==> config.mk <==
export PLATFORM = sky130hd
export DESIGN_NAME = lmbd_window_cell
export DESIGN_NICKNAME = d
export VERILOG_FILES = /design/src/hdl/lmbd_pkg.sv /design/src/hdl/lmbd_window_cell.sv
export SDC_FILE = /design/constraint.sdc
export NUM_CORES = 1
export LEC_CHECK = 0
export CAP_MARGIN = 20
export CORE_UTILIZATION = 60
export CTS_CLUSTER_SIZE = 25
export DETAILED_ROUTE_END_ITERATION = 6
export DONT_BUFFER_PORTS = 1
export PLACE_DENSITY = 0.86
export SYNTH_ARGS = -nofsm -noshare
export SYNTH_HDL_FRONTEND = slang
export SYNTH_SLANG_ARGS = --single-unit
==> constraint.sdc <==
create_clock -name clock -period 2.8 [get_ports clock]
set_input_delay 0.28 -clock clock [delete_from_list [all_inputs] [get_ports clock]]
set_output_delay 0.28 -clock clock [all_outputs]
set_load 0.05 [all_outputs]
==> src/hdl/lmbd_pkg.sv <==
package lmbd_pkg;

   localparam int LABEL_W       = 16;
   localparam int ROW_W         = 12;
   localparam int COL_OUT_W     = 10;
   localparam int WIDTH_REG_W   = 11;
   localparam int HEIGHT_REG_W  = 12;
   localparam int MAX_WIDTH_DEF = 1024;

   // nine labels summed, and nine times one label
   localparam int SUM_W     = 20;
   // three labels of one column summed
   localparam int COL_SUM_W = 18;

   localparam int WINDOW_COLS = 3;

   localparam int REQ_DATA_W = 16;
   localparam int RSP_DATA_W = 24;

   localparam int CSR_INDEX_W = 1;
   localparam int CSR_DATA_W  = 12;

   localparam logic [CSR_INDEX_W-1:0] CSR_FRAME_WIDTH  = 1'b0;
   localparam logic [CSR_INDEX_W-1:0] CSR_FRAME_HEIGHT = 1'b1;

   localparam logic [WIDTH_REG_W-1:0]  FRAME_WIDTH_RST  = 11'd1024;
   localparam logic [HEIGHT_REG_W-1:0] FRAME_HEIGHT_RST = 12'd1024;
   localparam logic [HEIGHT_REG_W-1:0] MIN_HEIGHT       = 12'd3;

   // one window column as a cell holds it: label sum and middle-row label
   typedef struct packed {
      logic [COL_SUM_W-1:0] sum;
      logic [LABEL_W-1:0]   mid;
   } column_type;

endpackage

==> src/hdl/lmbd_window_cell.sv <==
module lmbd_window_cell (
   input  logic                        clock,
   input  logic                        reset,
   input  logic                        advance,
   input  lmbd_pkg::column_type        col_in,
   input  logic [lmbd_pkg::SUM_W-1:0]  sum_in,
   output lmbd_pkg::column_type        col_out,
   output logic [lmbd_pkg::SUM_W-1:0]  sum_out
);

   lmbd_pkg::column_type col_ff;
   lmbd_pkg::column_type col_in_mux;

   // take the neighbor's column on every advance, hold otherwise
   always_comb begin
      col_in_mux = advance ? col_in : col_ff;
   end

   always_ff @(posedge clock) begin
      if (reset) begin
         col_ff <= '0;
      end else begin
         col_ff <= col_in_mux;
      end
   end

   assign col_out = col_ff;
   assign sum_out = sum_in + lmbd_pkg::SUM_W'(col_ff.sum);

endmodule

==> results.yml <==
pwr:
  ir_drop_mv: 0.388
  p_leak_uw: 0.00144
  p_per_area_mw_per_mm2: 538
setup_path:
  worstSetupPathType: "flop to output port"
  crit_fanout: 4
  cpMaxStageDelayCell: "or4_1"
  path_cells: "ha_4 > fa_2 > a21o_1 > a21oi_2 > o21ai_2 > and3_4 > or4_1 > and3_4"
  endpoint_kind: "output port"
  worst_setup_path_start_kind: "flop"
  reg2reg_setup_slack_ns: 1.78
  startpoint: "col_out[16]"
  r2r-start: "col_out[1]"
  reg2regPathDepth: 2
  crit_required_ns: 2.52
  worst_ep_arrival_time_ns: 2.58
  critPathCapture: "sum_out[18]"
  slowest_delay_ns: 0.50
  crit_top_cell: "and3_4"
  r2r_end: "col_out[1]"
synthesis:
  synthTopCellsByCount: "nor2_1 (39), dfxtp_1 (34), mux2i_1 (34), ha_1 (18), a21oi_1 (16)"
  ys_seq_area_frac: 0.316
  synth_top_family_by_area: "compound AO/OA/AOI/OAI gates"
  synth_area_leader_cell: "dfxtp_1"
  yosysUniqueCellTypes: 44
  ys.flop_type: "dfxtp_1"
  synthMuxAreaShare: 0.158
  netlist_instances: 238
  synth_most_common_cell: "nor2_1"
  synth_nets: 314
  async_flop_share: 0
  yosys-top-cells-area: "dfxtp_1 (32%), mux2i_1 (16%), ha_1 (10%)"
  synthSimpleGateAreaFrac: 0.144
  synth_xor_area_frac: 0.0568
  yosys_warnings: 0
  syn_area_per_cell_sq_um: 9.06
  synth-edff-count: 0
  synth_top_area_frac: 0.316
  synth-adder-area-share: 0.114
  synth_compound_area_frac: 0.189
  synth.cell_area_sq_mm: 0.00216
  ys_seq_elements: 34
timing:
  rsz0062_at_grt: "true"
  final-hold-violation-count: 0
  finClkSkew_ns: 0
  period_share: 1.02
  slew_headroom: 0.639
  tns_ns: -0.231
  fmax_mhz: 350
  holdWs_ns: 0.00744
  fin_ws_ns: -0.0580
  drv_slew: 0
  period_needed_ns: 2.86
  finalSetupViolations: 5
  tightestPinTransition_ns: 0.541
global_routing:
  grt_use_total: 0.314
  grt_max_degree: 35
  grt_pass1_wl_mm: 8.60
  first_global_vias: 1905
  gr-total-overflow: 0
  antenna_found_initial: 0
place:
  place_area_sq_mm: 0.00258
  hpwlAfterDp_mm: 4.23
  globalplace.congestion: 0.892
  port_buffers: 0
  dp.cells: 311
routing:
  vias: 2160
  postRouteAntennaNets: 0
  drt-vias-per-instance: 6.49
  route.detailed.drc: 0
  drtIter0Drc: 233
  wl_mm: 7.31
  first_pass_iters: 4
  post_drt_wl_per_cell_um: 22.0
floorplanning:
  die_x_um: 62.0
  die_h_um: 62.0
  rows: 21
  die-area_sq_mm: 0.00384
  core_area_sq_mm: 0.00339
  start_util: 0.636
  io_pins: 111
layout:
  nets: 364
  layout.cells.non_filler: 333
  design_area_sq_mm: 0.00300
  n_fill_cell: 148
  n_antenna_cell: 0
  largest_reg_flops: 34
  multiInputGateArea_sq_mm: 0.00171
  fin_util: 0.884
  drive_gt1_frac: 0.348
  ff_latch_area_sq_um: 691
  syn_to_final_growth_pct: 38.9
clock_network:
  path_clk_slew_ns: 0.09
  clock-root-buffer: "clkbuf_4"
  cts_made_buffers: 5
  cts_buffer_depth: 2
  htreeDepth: 2
  clkLatencyLatePin_ns: 0.34
  cts_sinks: 34
  cts_tree: "built"
min_path:
  hp-class: "primary input to flop"
flow_run:
  cap_viol_max_count: 0
status:
  status: "finished with violations"
  violations: "setup timing"
## power by group
group / total [uW] / internal (uW) / switching (uW)
logic: 759 / 290 / 469
registers: 584 / 513 / 71.4
clock network: 270 / 113 / 157
## area by class of cell
cell class,instances,area share
tap,46,0.0192
clock buffer,6,0.0171
inverter,3,0.00376
timing repair buffer,52,0.158
sequential,34,0.230
multi-input combinational,192,0.572
## what timing repair did
action | 4_1_cts | 5_1_grt
endpoints found under the setup margin | 7 | 11
gates resized for setup | 15 | 23
hold endpoints to repair | 11 | 11
setup buffers | 8 | 4
hold buffers | 2 | 3
gates cloned | 0 | 0
pin swaps | 11 | 22
## routing by layer
| layer | track usage | vias to the layer above | routed length (um) |
|---|---|---|---|
| met1 | 0.337 | 1020 | 2520 |
| li1 | - | 955 | - |
| met4 | 0.152 | 0 | 439 |
| met3 | 0.0870 | 40 | 596 |
| met2 | 0.565 | 145 | 3750 |
| met5 | 0 | - | 0 |
## worst min path at each step
stage / slack [ns] / end / from / depth (start not counted)
after global placement: 0.35 / col_out[16] / reset / 1
after global routing: 0.004 / col_out[10] / reset / 1
after detailed placement: 0.35 / col_out[21] / reset / 1
after CTS: 0.0002 / col_out[26] / reset / 1
after floorplan: 0.43 / col_out[16] / col_in[16] / 2
final: 0.007 / col_out[4] / reset / 1
## cell families (layout without fill, tap and decap cells)
| group | after synthesis | in the layout |
|---|---|---|
| and+or+nand+nor | 68 | 68 |
| buffers and inverters | 12 | 61 |
| DFF | 34 | 34 |
| AOI/OAI and AO/OA | 57 | 57 |
| adders and majority gates | 19 | 19 |
| xor gates and xnor gates | 14 | 14 |
| muxes | 34 | 34 |
## placed cells by master (no fill, tap or decap), types with 3 or more instances in the layout
cell	synthesis	routed
buf_4	0	40
nor2_1	39	38
mux2i_1	34	34
dfxtp_1	34	28
a21oi_1	16	12
a21o_1	11	11
ha_1	18	11
nand2_1	9	8
ha_4	0	7
a21oi_2	1	5
xor2_2	0	5
xnor2_1	6	5
clkbuf_4	0	5
dfxtp_2	0	5
dlygate4sd3_1	0	5
buf_12	0	5
nor2b_1	4	4
o21ai_0	4	4
o211ai_1	3	3
o21a_1	3	3
inv_1	3	3
xor2_1	8	3
## critical path: cells and delay by family, from the launching register on
kind / cells / cell delay (ns)
AND/OR/NAND/NOR: 3 / 0.93
flip-flops: 1 / 0.35
adder cells (fa/ha/maj): 2 / 0.50
AO/OA/AOI/OAI: 3 / 0.45
## per-stage QoR
| stage | setup slack (ns) | power (uW) |
|---|---|---|
| after global placement | 0.0690 | 1220 |
| after detailed placement | 0.0547 | 1240 |
| after floorplan | 0.00973 | 1080 |
| after CTS | -0.0403 | 1530 |
| final | -0.0580 | 1610 |
| after global routing | -0.191 | 1660 |
Note: power is estimated with default switching activity, not from simulation.
